--- src/rtl/core/chp_pkg.sv ---
`timescale 1ns / 1ps

package chp_pkg;

    // result codes
    localparam logic [2:0] ST_OK       = 3'd0;
    localparam logic [2:0] ST_PREAMBLE = 3'd1;
    localparam logic [2:0] ST_WBID     = 3'd2;
    localparam logic [2:0] ST_HLEN     = 3'd3;
    localparam logic [2:0] ST_MAC_LEN  = 3'd4;
    localparam logic [2:0] ST_INFO_LEN = 3'd5;
    localparam logic [2:0] ST_TRUNC    = 3'd6;

    localparam logic [4:0] HDR_BYTES   = 5'd8;
    localparam logic [4:0] POS_MAX     = 5'd31;
    localparam logic [4:0] MAC_END_S   = 5'd16;
    localparam logic [4:0] MAC_END_L   = 5'd20;
    localparam logic [4:0] INFO_LAST   = 5'd4;
    localparam logic [3:0] MAC_LEN_S   = 4'd6;
    localparam logic [3:0] MAC_LEN_L   = 4'd8;
    localparam logic [7:0] INFO_LEN    = 8'd4;
    localparam logic [4:0] WBID_80211  = 5'd1;

    typedef struct packed {
        logic [2:0]  status;
        logic [4:0]  header_len_words;
        logic [4:0]  radio_num;
        logic [4:0]  binding_id;
        logic [5:0]  flag_bits;
        logic [15:0] frag_id;
        logic [12:0] fragment_offset;
        logic [3:0]  mac_length;
        logic [63:0] mac_value;
        logic [7:0]  signal_strength;
        logic [7:0]  noise_ratio;
        logic [15:0] data_rate;
    } chp_result_t;

endpackage

--- src/rtl/core/chp_intf.sv ---
`timescale 1ns / 1ps

interface chp_byte_if;
    logic       valid;
    logic       ready;
    logic [7:0] data_byte;
    logic       last_byte;

    modport source (output valid, output data_byte, output last_byte, input ready);
    modport sink (input valid, input data_byte, input last_byte, output ready);
endinterface

interface chp_result_if;
    logic        valid;
    logic        ready;
    logic [2:0]  status;
    logic [4:0]  header_len_words;
    logic [4:0]  radio_num;
    logic [4:0]  binding_id;
    logic [5:0]  flag_bits;
    logic [15:0] frag_id;
    logic [12:0] fragment_offset;
    logic [3:0]  mac_length;
    logic [63:0] mac_value;
    logic [7:0]  signal_strength;
    logic [7:0]  noise_ratio;
    logic [15:0] data_rate;

    modport source (
        output valid, output status, output header_len_words, output radio_num,
        output binding_id, output flag_bits, output frag_id, output fragment_offset,
        output mac_length, output mac_value, output signal_strength,
        output noise_ratio, output data_rate, input ready
    );
    modport sink (
        input valid, input status, input header_len_words, input radio_num,
        input binding_id, input flag_bits, input frag_id, input fragment_offset,
        input mac_length, input mac_value, input signal_strength,
        input noise_ratio, input data_rate, output ready
    );
endinterface

--- src/rtl/core/chp_parse.sv ---
`timescale 1ns / 1ps

module chp_parse
    import chp_pkg::*;
(
    input  logic        clk,
    input  logic        rst_n,
    input  logic        advance,
    input  logic [7:0]  data_byte,
    input  logic        last_byte,
    output logic        res_valid,
    output chp_result_t res
);

    logic [4:0]  pos_reg, pos_next;
    logic [63:0] hdr_reg, hdr_next;
    logic [3:0]  mac_len_reg, mac_len_next;
    logic [63:0] mac_reg, mac_next;
    logic [31:0] info_reg, info_next;
    logic        skip_reg, skip_next;

    logic        have;
    logic [2:0]  code;
    logic        flag_w, flag_m;
    logic [4:0]  hlen, wbid;
    logic [4:0]  need_words;
    logic [4:0]  mac_end;
    logic [4:0]  mac_last;
    logic [4:0]  rec_start;
    logic [4:0]  info_pos;
    logic        ok;
    logic        emit;

    always_comb
    begin
        hdr_next     = hdr_reg;
        mac_len_next = mac_len_reg;
        mac_next     = mac_reg;
        info_next    = info_reg;
        have         = 1'b0;
        code         = ST_OK;

        if (pos_reg < HDR_BYTES)
        begin
            for (int i = 0; i < 8; i++)
            begin
                if (pos_reg[2:0] == 3'(i))
                begin
                    hdr_next[8*(7-i) +: 8] = hdr_reg[8*(7-i) +: 8] | data_byte;
                end
            end
        end

        flag_w     = hdr_next[37];
        flag_m     = hdr_next[36];
        hlen       = hdr_next[55:51];
        wbid       = hdr_next[45:41];
        need_words = 5'd2 + (flag_w ? 5'd2 : 5'd0) + (flag_m ? 5'd2 : 5'd0);
        mac_end    = (mac_len_reg == MAC_LEN_L) ? MAC_END_L : MAC_END_S;
        mac_last   = HDR_BYTES + {1'b0, mac_len_reg};
        rec_start  = flag_m ? mac_end : HDR_BYTES;
        info_pos   = pos_reg - rec_start;

        if (pos_reg < HDR_BYTES)
        begin
            if (pos_reg == 5'd0 && data_byte != 8'd0)
            begin
                have = 1'b1;
                code = ST_PREAMBLE;
            end
            else if (pos_reg == HDR_BYTES - 5'd1)
            begin
                priority if (flag_w && wbid != WBID_80211)
                begin
                    have = 1'b1;
                    code = ST_WBID;
                end
                else if (hlen < need_words)
                begin
                    have = 1'b1;
                    code = ST_HLEN;
                end
                else if (!flag_m && !flag_w)
                begin
                    have = 1'b1;
                end
            end
        end
        else if (flag_m && pos_reg < mac_end)
        begin
            if (pos_reg == HDR_BYTES)
            begin
                if (data_byte != 8'(MAC_LEN_S) && data_byte != 8'(MAC_LEN_L))
                begin
                    have = 1'b1;
                    code = ST_MAC_LEN;
                end
                else
                begin
                    mac_len_next = data_byte[3:0];
                end
            end
            else if (pos_reg <= mac_last)
            begin
                mac_next = {mac_reg[55:0], data_byte};
                if (pos_reg == mac_last && !flag_w)
                begin
                    have = 1'b1;
                end
            end
        end
        else if (flag_w)
        begin
            if (info_pos == 5'd0)
            begin
                if (data_byte != INFO_LEN)
                begin
                    have = 1'b1;
                    code = ST_INFO_LEN;
                end
            end
            else if (info_pos <= INFO_LAST)
            begin
                info_next = {info_reg[23:0], data_byte};
                if (info_pos == INFO_LAST)
                begin
                    have = 1'b1;
                end
            end
        end
    end

    // a result from parsing wins; otherwise an unfinished packet ends as truncated
    assign emit      = !skip_reg && (have || last_byte);
    assign res_valid = advance && emit;
    assign ok        = have && (code == ST_OK);

    always_comb
    begin
        res                  = '0;
        res.status           = have ? code : ST_TRUNC;
        res.header_len_words = hdr_next[55:51];
        res.radio_num        = hdr_next[50:46];
        res.binding_id       = hdr_next[45:41];
        res.flag_bits        = hdr_next[40:35];
        res.frag_id          = hdr_next[31:16];
        res.fragment_offset  = hdr_next[15:3];
        if (ok && flag_m)
        begin
            res.mac_length = mac_len_next;
            res.mac_value  = (mac_len_next == MAC_LEN_S) ? {mac_next[47:0], 16'd0} : mac_next;
        end
        if (ok && flag_w)
        begin
            res.signal_strength = info_next[31:24];
            res.noise_ratio     = info_next[23:16];
            res.data_rate       = info_next[15:0];
        end
    end

    always_comb
    begin
        pos_next  = pos_reg;
        skip_next = skip_reg;
        if (!skip_reg)
        begin
            pos_next  = (pos_reg == POS_MAX) ? pos_reg : pos_reg + 5'd1;
            skip_next = have;
        end
    end

    always_ff @(posedge clk or negedge rst_n)
    begin
        if (!rst_n)
        begin
            pos_reg     <= '0;
            hdr_reg     <= '0;
            mac_len_reg <= '0;
            mac_reg     <= '0;
            info_reg    <= '0;
            skip_reg    <= 1'b0;
        end
        else if (advance)
        begin
            if (last_byte)
            begin
                pos_reg     <= '0;
                hdr_reg     <= '0;
                mac_len_reg <= '0;
                mac_reg     <= '0;
                info_reg    <= '0;
                skip_reg    <= 1'b0;
            end
            else if (!skip_reg)
            begin
                pos_reg     <= pos_next;
                hdr_reg     <= hdr_next;
                mac_len_reg <= mac_len_next;
                mac_reg     <= mac_next;
                info_reg    <= info_next;
                skip_reg    <= skip_next;
            end
        end
    end

endmodule

--- src/rtl/core/chp_obuf.sv ---
`timescale 1ns / 1ps

module chp_obuf
    import chp_pkg::*;
(
    input  logic        clk,
    input  logic        rst_n,
    input  logic        push,
    input  chp_result_t push_data,
    output logic        space,
    output logic        out_valid,
    input  logic        out_ready,
    output chp_result_t out_data
);

    chp_result_t head_reg, skid_reg;
    logic [1:0]  count_reg, count_next;
    logic        pop;
    logic        head_from_in, head_from_skid, skid_load;

    assign pop       = out_valid && out_ready;
    assign out_valid = count_reg != 2'd0;
    assign space     = count_reg != 2'd2;
    assign out_data  = head_reg;

    always_comb
    begin
        count_next     = count_reg;
        head_from_in   = 1'b0;
        head_from_skid = 1'b0;
        skid_load      = 1'b0;
        unique case (count_reg)
            2'd0:
            begin
                if (push)
                begin
                    head_from_in = 1'b1;
                    count_next   = 2'd1;
                end
            end
            2'd1:
            begin
                if (push && pop)
                begin
                    head_from_in = 1'b1;
                end
                else if (push)
                begin
                    skid_load  = 1'b1;
                    count_next = 2'd2;
                end
                else if (pop)
                begin
                    count_next = 2'd0;
                end
            end
            2'd2:
            begin
                if (pop)
                begin
                    head_from_skid = 1'b1;
                    count_next     = 2'd1;
                end
            end
            default:
            begin
                count_next = 2'd0;
            end
        endcase
    end

    always_ff @(posedge clk or negedge rst_n)
    begin
        if (!rst_n)
        begin
            count_reg <= 2'd0;
        end
        else
        begin
            count_reg <= count_next;
        end
    end

    always_ff @(posedge clk)
    begin
        if (head_from_in)
        begin
            head_reg <= push_data;
        end
        else if (head_from_skid)
        begin
            head_reg <= skid_reg;
        end
        if (skid_load)
        begin
            skid_reg <= push_data;
        end
    end

endmodule

--- src/rtl/core/capwap_header_parser_top.sv ---
`timescale 1ns / 1ps
// A result enters the output buffer as the byte that decides it is transferred, behind any waiting result.
// Throughput: one packet byte per cycle while pkt.ready is high; the per-byte parse is a position counter and capture.
// A two-entry output buffer keeps bytes flowing while one result waits; pkt.ready drops
// only when both entries are full.
// Reset (rst_n low, asynchronous) clears the parse state and empties the output buffer.

module capwap_header_parser_top
    import chp_pkg::*;
(
    input  logic    clk,
    input  logic    rst_n,
    chp_byte_if.sink     pkt,
    chp_result_if.source parsed
);

    logic        space;
    logic        advance;
    logic        res_valid;
    chp_result_t res;
    chp_result_t head;

    assign pkt.ready = space;
    assign advance   = pkt.valid && space;

    chp_parse u_parse (
        .clk       (clk),
        .rst_n     (rst_n),
        .advance   (advance),
        .data_byte (pkt.data_byte),
        .last_byte (pkt.last_byte),
        .res_valid (res_valid),
        .res       (res)
    );

    chp_obuf u_obuf (
        .clk       (clk),
        .rst_n     (rst_n),
        .push      (res_valid),
        .push_data (res),
        .space     (space),
        .out_valid (parsed.valid),
        .out_ready (parsed.ready),
        .out_data  (head)
    );

    assign parsed.status           = head.status;
    assign parsed.header_len_words = head.header_len_words;
    assign parsed.radio_num        = head.radio_num;
    assign parsed.binding_id       = head.binding_id;
    assign parsed.flag_bits        = head.flag_bits;
    assign parsed.frag_id          = head.frag_id;
    assign parsed.fragment_offset  = head.fragment_offset;
    assign parsed.mac_length       = head.mac_length;
    assign parsed.mac_value        = head.mac_value;
    assign parsed.signal_strength  = head.signal_strength;
    assign parsed.noise_ratio      = head.noise_ratio;
    assign parsed.data_rate        = head.data_rate;

endmodule

--- src/flat_wrapper.sv ---
// flat-port wrapper written by rule: the top's interface ports become plain ports
module capwap_header_parser_top_flat import chp_pkg::*;
  (clk, rst_n, pkt_valid, pkt_data_byte, pkt_last_byte, pkt_ready, parsed_valid, parsed_status, parsed_header_len_words, parsed_radio_num, parsed_binding_id, parsed_flag_bits, parsed_frag_id, parsed_fragment_offset, parsed_mac_length, parsed_mac_value, parsed_signal_strength, parsed_noise_ratio, parsed_data_rate, parsed_ready);
  chp_byte_if pkt_i ();
  chp_result_if parsed_i ();
  input  logic clk;
  input  logic rst_n;
  input wire logic [$bits(pkt_i.valid)-1:0] pkt_valid;
  input wire logic [$bits(pkt_i.data_byte)-1:0] pkt_data_byte;
  input wire logic [$bits(pkt_i.last_byte)-1:0] pkt_last_byte;
  output wire logic [$bits(pkt_i.ready)-1:0] pkt_ready;
  output wire logic [$bits(parsed_i.valid)-1:0] parsed_valid;
  output wire logic [$bits(parsed_i.status)-1:0] parsed_status;
  output wire logic [$bits(parsed_i.header_len_words)-1:0] parsed_header_len_words;
  output wire logic [$bits(parsed_i.radio_num)-1:0] parsed_radio_num;
  output wire logic [$bits(parsed_i.binding_id)-1:0] parsed_binding_id;
  output wire logic [$bits(parsed_i.flag_bits)-1:0] parsed_flag_bits;
  output wire logic [$bits(parsed_i.frag_id)-1:0] parsed_frag_id;
  output wire logic [$bits(parsed_i.fragment_offset)-1:0] parsed_fragment_offset;
  output wire logic [$bits(parsed_i.mac_length)-1:0] parsed_mac_length;
  output wire logic [$bits(parsed_i.mac_value)-1:0] parsed_mac_value;
  output wire logic [$bits(parsed_i.signal_strength)-1:0] parsed_signal_strength;
  output wire logic [$bits(parsed_i.noise_ratio)-1:0] parsed_noise_ratio;
  output wire logic [$bits(parsed_i.data_rate)-1:0] parsed_data_rate;
  input wire logic [$bits(parsed_i.ready)-1:0] parsed_ready;
  assign pkt_i.valid = pkt_valid;
  assign pkt_i.data_byte = pkt_data_byte;
  assign pkt_i.last_byte = pkt_last_byte;
  assign pkt_ready = pkt_i.ready;
  assign parsed_valid = parsed_i.valid;
  assign parsed_status = parsed_i.status;
  assign parsed_header_len_words = parsed_i.header_len_words;
  assign parsed_radio_num = parsed_i.radio_num;
  assign parsed_binding_id = parsed_i.binding_id;
  assign parsed_flag_bits = parsed_i.flag_bits;
  assign parsed_frag_id = parsed_i.frag_id;
  assign parsed_fragment_offset = parsed_i.fragment_offset;
  assign parsed_mac_length = parsed_i.mac_length;
  assign parsed_mac_value = parsed_i.mac_value;
  assign parsed_signal_strength = parsed_i.signal_strength;
  assign parsed_noise_ratio = parsed_i.noise_ratio;
  assign parsed_data_rate = parsed_i.data_rate;
  assign parsed_i.ready = parsed_ready;
  capwap_header_parser_top u_core (.clk(clk), .rst_n(rst_n), .pkt(pkt_i), .parsed(parsed_i));
endmodule
--- config.mk ---
export PLATFORM = sky130hd
export DESIGN_NAME = capwap_header_parser_top_flat
export DESIGN_NICKNAME = d
export VERILOG_FILES = /design/src/rtl/core/chp_pkg.sv /design/src/rtl/core/chp_intf.sv /design/src/rtl/core/chp_parse.sv /design/src/rtl/core/chp_obuf.sv /design/src/rtl/core/capwap_header_parser_top.sv /design/src/flat_wrapper.sv
export SDC_FILE = /design/constraint.sdc
export NUM_CORES = 1
export LEC_CHECK = 0
export BUFFER_PORTS_ARGS = -buffer_cell sky130_fd_sc_hd__clkbuf_2
export CAP_MARGIN = 20
export CORE_MARGIN = 2
export CORE_UTILIZATION = 30
export CTS_CLUSTER_DIAMETER = 50
export CTS_CLUSTER_SIZE = 10
export DETAILED_ROUTE_END_ITERATION = 8
export GPL_TIMING_DRIVEN = 0
export PLACE_DENSITY = 0.55
export SETUP_SLACK_MARGIN = 0.05
export SYNTH_ARGS = -nofsm -noshare
export SYNTH_HDL_FRONTEND = slang
export SYNTH_HIERARCHICAL = 1
export SYNTH_SLANG_ARGS = --single-unit
--- constraint.sdc ---
create_clock -name clk -period 25.5 [get_ports clk]
set_input_delay 3.825 -clock clk [delete_from_list [all_inputs] [get_ports clk]]
set_output_delay 3.825 -clock clk [all_outputs]
set_load 0.005 [all_outputs]
==> reports/results.txt, run 1 <==
aggregate routed wire length: 53.6 mm
Clock Path Buffers: 3
share of synthesized registers carrying an async set or reset: 0.341
Worst Max-Slew Pin Slew: 1.08 ns
row count: 95
vias in the first global route: 13104
register share of total power: 0.426
fillers: 6453
average cell area after synthesis: 15.0 µm²
leakage power: 0.0110 µW
detailed-route via count: 12829
Routed Antenna Nets: 0
Gate power share: 0.206
total track usage: 0.151
total CTS buffers: 66
DRC violations left: 0
clk sink count: 464
cts repair resizes: 0
Layout area overhead: 21.2%
total grt overflow: 0
Net Sw Frac: 0.273
Synth Net Count: 1393
pwr/cell area: 96.2 nW/µm²
Tcrit/Tclk final: 0.313
Synth cell types: 67
Synth Cell Area: 20400 µm²
# hold bufs at CTS: 0
RSZ-0062 raised after global routing: no
worst hold stages: 1
routability cong.: 0.843
first-pass GRT wire length: 81.3 mm
Setup Fix Bufs, Post-CTS: 0
Period minus WS final: 7.97 ns
number of synthesized flops with an enable pin: 306
routed length per instance: 21.2 µm
leading area contributor after synthesis: edfxtp_1
status: finished clean
H-tree levels: 3
CTS tree: yes
core area: 67300 µm²
Worst Path Max Fanout: 33
max cap viols: 0
clock root buffer: clkbuf_16
Fin Hold WS: 0.499 ns
Internal: 1730 µW
initial antenna violation count: 0
Synth top area share: 0.449
slew margin rel.: 0.280
dominant synthesized flop cell: edfxtp_1
maximum VDD drop: 0.0548 mV
IO Port Bufs: 164
clock-pin slew of the registers on the worst-case setup and hold paths: 0.05 ns
#FFs+latches synth: 464
Worst EP arrival: 8.29 ns
critical path data required time: 25.81 ns
Setup Crit Path Kind: input port to flop
Clock Latency Late Sink: 0.59 ns
initial drt markers: 953
Final TNS setup: 0 ns
Area contributors post-synth: edfxtp_1, dfrtp_1, mux2_2
largest net degree at the start of global routing: 102
register area share after synthesis: 0.643
Detailed Routing Iterations Pass 1: 5
HPWL after DPL: 37.1 mm
die span in x: 265 µm
clk_skew: 0.0167 ns
final setup fails: 0
Initial Utilization: 0.304
Worst setup EP type: flop
switching pwr: 651 µW
Mapped Cells: 1363
final-stage net count: 1637
Worst Setup Start Kind: input port
Fin. Hold Viols: 0
Worst R2R Path Depth: 21
Vias/cell: 5.07
share of layout cells above drive strength 1: 0.332
clock share of power: 0.368
Hold/Removal Path Class: flop to flop
Pins Over Slew Limit: 0
fmax: 125 MHz
Die ar.: 70200 µm²
Die Y: 265 µm
synth warn: 6
Ports: 168
==> critical path, cell delays in order <==
cell and delay, ns:
clkbuf_2 0.25, nor3b_4 0.57, a21o_2 0.30, inv_1 0.11
ha_1 0.29, ha_1 0.27, o21ai_0 0.08, nand2_1 0.07
a21oi_1 0.06, o31ai_1 0.34, nand4_1 0.25, o21a_1 0.29
nor2b_4 0.15, o21ai_0 0.34, o21ai_4 0.24, buf_16 0.23
buf_12 0.17, buf_12 0.17, buf_12 0.19
==> routing by layer <==
layer / track usage / vias to the layer above / part of all wire
met5: 0 / - / 0
met1: 0.209 / 6595 / 0.46
met2: 0.227 / 373 / 0.45
li1: - / 5770 / -
met3: 0.0363 / 91 / 0.056
met4: 0.0596 / 0 / 0.030
==> kinds of logic after synthesis <==
family | after synthesis | share of synthesized area
AO/OA/AOI/OAI | 299 | 0.122
XOR/XNOR | 1 | 0.000429
adder cells (fa/ha/maj) | 17 | 0.0104
buffers and inverters | 117 | 0.0301
flip-flops | 464 | 0.643
multiplexers | 250 | 0.144
AND/OR/NAND/NOR | 215 | 0.0502
==> cell usage after synthesis, types with 2 or more instances <==
library cell / count
o211a_1: 46
edfxtp_1: 306
a32o_1: 2
a211oi_2: 2
o22ai_1: 2
clkbuf_1: 37
o21ai_0: 10
mux2_2: 122
o211ai_1: 3
a221oi_1: 3
a22o_1: 96
nor3_1: 9
nor2b_1: 6
a21o_1: 36
or3_1: 5
and2_1: 9
o31ai_1: 4
o21ai_1: 2
mux2i_1: 69
o21a_1: 2
nor3b_1: 4
nand4_1: 2
ha_1: 17
o221ai_1: 2
a31oi_1: 3
or2_2: 2
mux2_4: 59
and3_1: 2
a211oi_1: 44
nand2b_1: 4
dfrtp_1: 158
buf_2: 42
nand3b_1: 3
nor2_1: 111
inv_1: 16
buf_4: 9
nand2_1: 37
o2111ai_1: 2
a31o_2: 15
buf_6: 12
nand3_1: 6
a311oi_1: 4
nor4_1: 3
a21oi_1: 12
==> power groups by stage <==
stage	Sequential, µW	Clock (µW)	Combinational (µW)
2_1_floorplan	1090	0	258
3_3_place_gp	1120	0	464
3_5_place_dp	1030	0	500
4_1_cts	1020	904	504
5_1_grt	1030	938	535
6_report	1020	876	491
==> stage by stage <==
stage / area, µm² / total power, µW / utilization / worst slack, ns / instances
finish: 24800 / 2380 / 0.368 / 17.53 / 2532
global route: 24800 / 2500 / 0.368 / 17.29 / 2531
CTS: 24800 / 2430 / 0.368 / 17.56 / 2531
detailed placement: 22700 / 1530 / 0.337 / 16.97 / 2412
global placement: 22400 / 1580 / 0.332 / 0.950 / 2400
floorplan: 20400 / 1340 / - / 8.04 / 1363
==> worst paths after layout <==
| path | from | endpoint | slack, ns |
|---|---|---|---|
| hold / removal | u_core/u_parse/info_reg[30] | u_core/u_parse/info_reg[30] | 0.50 |
| setup / recovery | pkt_data_byte[5] | u_core/u_obuf/out_data[80] | 17.53 |
| min in group asynchronous | rst_n | u_core/u_parse/hdr_reg[17] | 3.22 |
| max in group asynchronous | rst_n | u_core/u_parse/info_reg[1] | 21.39 |
| setup reg to reg | u_core/u_parse/pos_reg[2] | u_core/u_obuf/out_data[80] | 20.01 |
| hold reg to reg | u_core/u_parse/info_reg[30] | u_core/u_parse/info_reg[30] | 0.50 |
==> layout by cell type (no fill, tap or decap), types with 12 or more instances in the layout <==
master / netlist / routed
edfxtp_1: 306 / 306
clkbuf_2: 0 / 163
dfrtp_1: 158 / 158
mux2_2: 122 / 122
nor2_1: 111 / 110
a22o_1: 96 / 96
clkbuf_16: 0 / 72
mux2i_1: 69 / 69
clkbuf_1: 37 / 61
mux2_4: 59 / 59
o211a_1: 46 / 46
a211oi_1: 44 / 44
buf_2: 42 / 42
nand2_1: 37 / 37
a21o_1: 36 / 36
ha_1: 17 / 17
inv_1: 16 / 16
a31o_2: 15 / 15
buf_6: 12 / 12
a21oi_1: 12 / 12
==> area by class of cell <==
type	instances	area [µm²]	area share
multi-input combinational	782	6710	0.271
sequential	464	13100	0.530
timing repair buffer	176	1110	0.0447
clock buffer	101	1960	0.0791
antenna	1	2.50	0.000101
inverter	16	60.1	0.00242
tap	873	1090	0.0441
clock inverter	18	156	0.00631
buffer	101	556	0.0224
Note: power is estimated with default switching activity, not from simulation.
==> inputs of run 2 (changes only) <==
--- a/config.mk
+++ b/config.mk
@@ -5,6 +5,7 @@
 export SDC_FILE = /design/constraint.sdc
 export NUM_CORES = 1
 export LEC_CHECK = 0
+export ABC_AREA = 1
 export BUFFER_PORTS_ARGS = -buffer_cell sky130_fd_sc_hd__clkbuf_2
 export CAP_MARGIN = 20
 export CORE_MARGIN = 2
==> constraint.sdc (replaced) <==
create_clock -name clk -period 7.45 [get_ports clk]
set_input_delay 1.1175 -clock clk [delete_from_list [all_inputs] [get_ports clk]]
set_output_delay 1.1175 -clock clk [all_outputs]
set_load 0.005 [all_outputs]
==> run 2 against run 1 <==
Effect of this change:
- wire length up 10%
- sequential share of layout area down 0.13 points
- core utilization down 1.2 points
- count of clock-buffer cells in the layout down 3
- final cell count up 35%
- highest routed layer unchanged
- clock power rose to 2.9 times the previous value
- die area up 2.7%
- register-to-register slack worse by 18 ns
- final area up 0.24%
==> reports/results.txt, run 2 <==
dominant synthesized flop cell: edfxtp_1 (unchanged)
aggregate routed wire length: 59.2 mm (was 53.6 mm)
clock root buffer: clkbuf_16 (unchanged)
Synth top area share: 0.437 (was 0.449)
placed cells: 3303 (was 2412)
Layout area overhead: 18.2% (was 21.2%)
cts repair resizes: 0 (unchanged)
Tcrit/Tclk final: 0.781
HPWL after DPL: 42.1 mm (was 37.1 mm)
largest net degree at the start of global routing: 105 (was 102)
register area: 13100 µm² (unchanged)
#FFs+latches synth: 464 (unchanged)
share of synthesized registers carrying an async set or reset: 0.341 (unchanged)
routed length per instance: 17.4 µm (was 21.2 µm)
Fin Hold WS: 0.493 ns (was 0.499 ns)
Clock Latency Late Sink: 0.61 ns (was 0.59 ns)
Synth Net Count: 2222 (was 1393)
register area share after synthesis: 0.625 (was 0.643)
total CTS buffers: 56 (was 66)
fillers: 7138 (was 6453)
Worst setup EP type: flop (unchanged)
Clock Path Buffers: 3 (unchanged)
Ports: 168 (unchanged)
Setup Fix Bufs, Post-CTS: 0 (unchanged)
core area: 69700 µm² (was 67300 µm²)
Fin. Hold Viols: 0 (unchanged)
number of synthesized flops with an enable pin: 306 (unchanged)
Period minus WS final: 5.82 ns
synth warn: 6 (unchanged)
leading area contributor after synthesis: edfxtp_1 (unchanged)
max cap viols: 0 (unchanged)
H-tree levels: 2 (was 3)
row count: 97 (was 95)
# hold bufs at CTS: 0 (unchanged)
Synth Cell Area: 21000 µm² (was 20400 µm²)
Worst Max-Slew Pin Slew: 0.878 ns (was 1.08 ns)
share of layout cells above drive strength 1: 0.150 (was 0.332)
Worst Path Buf+Inv: 9 (was 6)
die span in x: 269 µm (was 265 µm)
crit-path most repeated cell: nand2_1 (was buf_12)
Area contributors post-synth: edfxtp_1, dfrtp_1, nand2_1 (was edfxtp_1, dfrtp_1, mux2_2)
clk sink count: 464 (unchanged)
most frequent cells after synthesis: nand2_1, nand3_1, edfxtp_1 (was edfxtp_1, dfrtp_1, mux2_2)
total grt overflow: 0 (unchanged)
Worst Setup Start Kind: flop (was input port)
Worst EP arrival: 6.09 ns (was 8.29 ns)
commonest non-fill, non-tap cell in the layout: nand2_1 (was edfxtp_1)
Hold/Removal Path Class: input port to asynchronous set/reset pin (was flop to flop)
Synth cell types: 34 (was 67)
Mapped Cells: 2192 (was 1363)
average cell area after synthesis: 9.59 µm² (was 15.0 µm²)
leakage power: 0.0107 µW (was 0.0110 µW)
final setup fails: 0 (unchanged)
maximum VDD drop: 0.159 mV (was 0.0548 mV)
critical path data required time: 7.71 ns (was 25.81 ns)
Routed Antenna Nets: 0 (unchanged)
vias in the first global route: 16369 (was 13104)
slew margin rel.: 0.415 (was 0.280)
most frequent cell after synthesis: nand2_1 (was edfxtp_1)
CP peak stage delay: 0.61 ns (was 0.57 ns)
Finished Layout Cells: 3408 (was 2532)
slowest stage cell, crit path: inv_6 (was nor3b_4)
Vias/cell: 4.79 (was 5.07)
status: finished clean (unchanged)
CTS tree: yes (unchanged)
Antenna diodes: 0 (was 1)
Pins Over Slew Limit: 0 (unchanged)
CP startpoint: u_core/u_parse/pos_reg[2] (was pkt_data_byte[5])
total track usage: 0.164 (was 0.151)
initial antenna violation count: 1 (was 0)
CP delay by family, top: buffers and inverters (was compound AO/OA/AOI/OAI gates)
most frequent cells in the layout: nand2_1, nand3_1, edfxtp_1 (was edfxtp_1, clkbuf_2, dfrtp_1)
Detailed Routing Iterations Pass 1: 5 (unchanged)
fmax: 172 MHz
Die Y: 269 µm (was 265 µm)
multi-input logic area: 6450 µm² (was 6710 µm²)
pwr/cell area: 312 nW/µm² (was 96.2 nW/µm²)
worst r2r src: u_core/u_parse/pos_reg[2] (unchanged)
clk_skew: 0.0234 ns (was 0.0167 ns)
clock-pin slew of the registers on the worst-case setup and hold paths: 0.06 ns (was 0.05 ns)
first-pass GRT wire length: 92.5 mm (was 81.3 mm)
Worst Path Max Fanout: 85 (was 33)
Setup Crit Path Kind: flop to flop (was input port to flop)
final-stage net count: 2451 (was 1637)
Initial Utilization: 0.302 (was 0.304)
initial drt markers: 1312 (was 953)
detailed-route via count: 16318 (was 12829)
IO Port Bufs: 167 (was 164)
DRC violations left: 0 (unchanged)
Die ar.: 72200 µm² (was 70200 µm²)
routability cong.: 0.856 (was 0.843)
RSZ-0062 raised after global routing: no (unchanged)
## run 2: cell count changes after synthesis, sizes merged, moves of 99 or more
| cell | before | now |
|---|---|---|
| inv | 16 | 207 |
| nand3 | 6 | 312 |
| o21ai | 12 | 130 |
| mux2 | 181 | 0 |
| nand2 | 38 | 608 |
| o22ai | 2 | 101 |
## run 2: through the flow
stage	worst slack (ns)	instance area, µm²	utilization	setup TNS [ns]	total power, µW
2_1_floorplan	0.183	21000	-	0	4510
3_3_place_gp	-2.30	23000	0.330	-665.82	5350
3_5_place_dp	1.35	23200	0.332	0	5310
4_1_cts	1.63	24800	0.357	0	7880
5_1_grt	1.24	24800	0.357	0	8190
6_report	1.63	24800	0.357	0	7760
## run 2: kinds of logic after synthesis
| logic type | Yosys count | synth area share |
|---|---|---|
| simple gates | 1101 | 0.224 |
| flops | 464 | 0.625 |
| buf+inv | 340 | 0.0678 |
| compound gates | 270 | 0.0723 |
| fa+ha+maj | 17 | 0.0101 |
## run 2: layer usage
layer | part of all wire | vias to the layer above | wire (µm) | track usage
met3 | 0.058 | 114 | 3450 | 0.0290
met4 | 0.031 | 0 | 1830 | 0.0578
met2 | 0.47 | 475 | 27600 | 0.264
li1 | - | 7834 | - | -
met1 | 0.44 | 7895 | 26300 | 0.222
met5 | 0 | - | 0 | 0
## run 2: power by group
group          internal (µW)  leakage [µW]  total [µW]  switching (µW)
Sequential              3330       0.00504        3460             128
Clock                   1480      0.000813        2530            1050
Combinational            504       0.00486        1780            1270
## run 2: final cells by class
| class | count | share of cell area |
|---|---|---|
| tap | 940 | 0.0473 |
| clock inverter | 7 | 0.00201 |
| inverter | 207 | 0.0315 |
| timing repair buffer | 171 | 0.0384 |
| multi-input combinational | 1388 | 0.260 |
| sequential | 464 | 0.529 |
| buffer | 133 | 0.0261 |
| clock buffer | 98 | 0.0660 |
## run 2: final timing paths
path                                                to  slack, ns  cells past startpoint
min in group clk            u_core/u_parse/hdr_reg[47]       0.51                      2
setup / recovery            u_core/u_obuf/skid_reg[13]       1.63                     26
hold / removal              u_core/u_parse/hdr_reg[41]       0.49                      1
hold reg to reg             u_core/u_parse/hdr_reg[47]       0.51                      2
max in group asynchronous  u_core/u_parse/info_reg[16]       6.03                      2
setup reg to reg            u_core/u_obuf/skid_reg[13]       1.63                     26
==> inputs of run 3 (changes only) <==
--- a/config.mk
+++ b/config.mk
@@ -14,7 +14,7 @@
 export CTS_CLUSTER_SIZE = 10
 export DETAILED_ROUTE_END_ITERATION = 8
 export GPL_TIMING_DRIVEN = 0
-export PLACE_DENSITY = 0.55
+export PLACE_DENSITY = 0.56
 export SETUP_SLACK_MARGIN = 0.05
 export SYNTH_ARGS = -nofsm -noshare
 export SYNTH_HDL_FRONTEND = slang
==> constraint.sdc (replaced) <==
create_clock -name clk -period 5.1 [get_ports clk]
set_input_delay 0.765 -clock clk [delete_from_list [all_inputs] [get_ports clk]]
set_output_delay 0.765 -clock clk [all_outputs]
set_load 0.005 [all_outputs]
==> run 3 against run 2 <==
Effect of this change:
- global-route usage up 0.18 points
- sequential share of layout area down 0.50 points
- first-iteration DRC count up 16%
- wire length up 2.9%
- highest routed layer unchanged
- total power up 49%
- final cell count up 0.32%
- count of clock-buffer cells in the layout up 2
==> reports/results.txt, run 3 (same netlist as run 2, synthesis figures left out) <==
multi-input logic area: 6540 µm² (was 6450 µm²)
Die Y: 269 µm (unchanged)
Antenna diodes: 0 (unchanged)
final setup fails: 0 (unchanged)
HPWL after DPL: 42.3 mm (was 42.1 mm)
commonest non-fill, non-tap cell in the layout: nand2_1 (unchanged)
Period minus WS final: 4.70 ns (was 5.82 ns)
Finished Layout Cells: 3419 (was 3408)
fmax: 213 MHz (was 172 MHz)
Fin Hold WS: 0.144 ns (was 0.493 ns)
CP peak stage delay: 0.39 ns (was 0.61 ns)
Initial Utilization: 0.302 (unchanged)
Ports: 168 (unchanged)
RSZ-0062 raised after global routing: yes (was no)
total grt overflow: 0 (unchanged)
core area: 69700 µm² (unchanged)
Overall Power: 11600 µW (was 7760 µW)
Internal: 7880 µW (was 5310 µW)
Die ar.: 72200 µm² (unchanged)
Routed Antenna Nets: 0 (unchanged)
maximum VDD drop: 0.204 mV (was 0.159 mV)
first-pass GRT wire length: 92.5 mm (about the same)
status: finished clean (unchanged)
register share of total power: 0.437 (was 0.445)
clock-pin slew of the registers on the worst-case setup and hold paths: 0.06 ns (about the same)
setup slack, reg-to-reg: 0.40 ns (was 1.63 ns)
leakage power: 0.0108 µW (was 0.0107 µW)
Clock Latency Late Sink: 0.60 ns (was 0.61 ns)
Layout area overhead: 19.4% (was 18.2%)
total CTS buffers: 57 (was 56)
Vias/cell: 4.78 (was 4.79)
final instance area: 25100 µm² (was 24800 µm²)
switching pwr: 3670 µW (was 2450 µW)
Fin. Hold Viols: 0 (unchanged)
Worst Max-Slew Pin Slew: 0.861 ns (was 0.878 ns)
CP Capture Point: u_core/u_obuf/skid_reg[14] (was u_core/u_obuf/skid_reg[13])
placed inst area: 23200 µm² (about the same)
critical path depth: 25 (was 26)
critical path data required time: 5.37 ns (was 7.71 ns)
clock root buffer: clkbuf_16 (unchanged)
Worst setup EP type: flop (unchanged)
most frequent cells in the layout: nand2_1, nand3_1, edfxtp_1 (unchanged)
Worst EP arrival: 4.97 ns (was 6.09 ns)
CTS tree: yes (unchanged)
detailed-route via count: 16336 (was 16318)
vias in the first global route: 15790 (was 16369)
share of layout cells above drive strength 1: 0.157 (was 0.150)
Pins Over Slew Limit: 0 (unchanged)
Finished Core Util: 0.360 (was 0.357)
clock share of power: 0.329 (was 0.326)
pwr/cell area: 460 nW/µm² (was 312 nW/µm²)
Worst R2R Path Depth: 25 (was 26)
register area: 13100 µm² (unchanged)
row count: 97 (unchanged)
Setup Crit Path Kind: flop to flop (unchanged)
slowest stage cell, crit path: dfrtp_1 (was inv_6)
die span in x: 269 µm (unchanged)
total track usage: 0.166 (was 0.164)
Net Sw Frac: 0.318 (was 0.315)
Worst Setup Start Kind: flop (unchanged)
Hold/Removal Path Class: input port to asynchronous set/reset pin (unchanged)
placed cells: 3304 (was 3303)
clk sink count: 464 (unchanged)
crit-path most repeated cell: nand2_1 (unchanged)
initial antenna violation count: 2 (was 1)
CP startpoint: u_core/u_parse/pos_reg[3] (was u_core/u_parse/pos_reg[2])
Detailed Routing Iterations Pass 1: 8 (was 5)
Worst Path Buf+Inv: 9 (unchanged)
final-stage net count: 2460 (was 2451)
Clock Path Buffers: 3 (unchanged)
initial drt markers: 1523 (was 1312)
worst r2r src: u_core/u_parse/pos_reg[3] (was u_core/u_parse/pos_reg[2])
routed length per instance: 17.8 µm (was 17.4 µm)
largest net degree at the start of global routing: 96 (was 105)
Worst Path Max Fanout: 44 (was 85)
reg-to-reg endpoint: u_core/u_obuf/skid_reg[14] (was u_core/u_obuf/skid_reg[13])
aggregate routed wire length: 60.9 mm (was 59.2 mm)
Gate power share: 0.234 (was 0.229)
H-tree levels: 2 (unchanged)
Tcrit/Tclk final: 0.921 (was 0.781)
slew margin rel.: 0.426 (was 0.415)
IO Port Bufs: 167 (unchanged)
DRC violations left: 0 (unchanged)
CP delay by family, top: buffers and inverters (unchanged)
clk_skew: 0.0246 ns (was 0.0234 ns)
routability cong.: 0.847 (was 0.856)
max cap viols: 0 (unchanged)
fillers: 7081 (was 7138)
## run 3: what timing repair did
action                                  4_1_cts  5_1_grt
gates resized for setup                       0        5
buffers inserted                              1        3
hold buffers                                  0        0
pin swaps                                     1        1
gates cloned                                  4        0
endpoints found under the setup margin      214      274
## run 3: worst register-to-register path, delay by kind of cell (launching register included)
kind                       cells  cell delay (ns)
adders and majority gates      2             0.45
DFF                            1             0.39
and+or+nand+nor               10             1.34
buffers and inverters          9             1.55
AOI/OAI and AO/OA              4             0.62
## run 3: power by group through the flow
stage               combinational (µW)  sequential (µW)  clock (µW)
floorplan                         1370             5160           0
global placement                  2530             5180           0
detailed placement                2630             5140           0
CTS                               2730             5070        3910
global route                      2990             5110        4070
finish                            2700             5050        3800
## run 3: worst min path at each step
stage / end / depth (start not counted) / slack (ns)
detailed placement: u_core/u_obuf/out_data[14] / 2 / 0.49
CTS: u_core/u_parse/hdr_reg[39] / 1 / 0.15
global placement: u_core/u_parse/hdr_reg[35] / 2 / 0.49
finish: u_core/u_parse/hdr_reg[39] / 1 / 0.14
global route: u_core/u_parse/hdr_reg[39] / 1 / 0.16
floorplan: u_core/u_obuf/count_reg[0] / 0 / 0.47
## run 3: final cells by class
cell class / count / share of cell area
Buffer: 132 / 0.0260
Tap cell: 940 / 0.0469
Timing Repair Buffer: 177 / 0.0406
Sequential cell: 464 / 0.524
Multi-Input combinational cell: 1390 / 0.261
Inverter: 207 / 0.0316
Clock inverter: 8 / 0.00229
Clock buffer: 100 / 0.0678
Timing Repair inverter: 1 / 0.000299
## run 3: per-stage QoR
step                worst slack, ns  setup TNS, ns
finish                        0.402              0
global route                 0.0309              0
CTS                          0.0808              0
detailed placement           -0.316         -60.35
global placement              -2.53        -506.85
floorplan                    -0.318         -48.61
## run 3: per-layer routing
layer / GRT usage / share of wire / vias up
met1: 0.225 / 0.45 / 7937
met5: 0 / 0 / -
met2: 0.275 / 0.48 / 445
met4: 0.0381 / 0.017 / 0
li1: - / - / 7877
met3: 0.0296 / 0.056 / 77
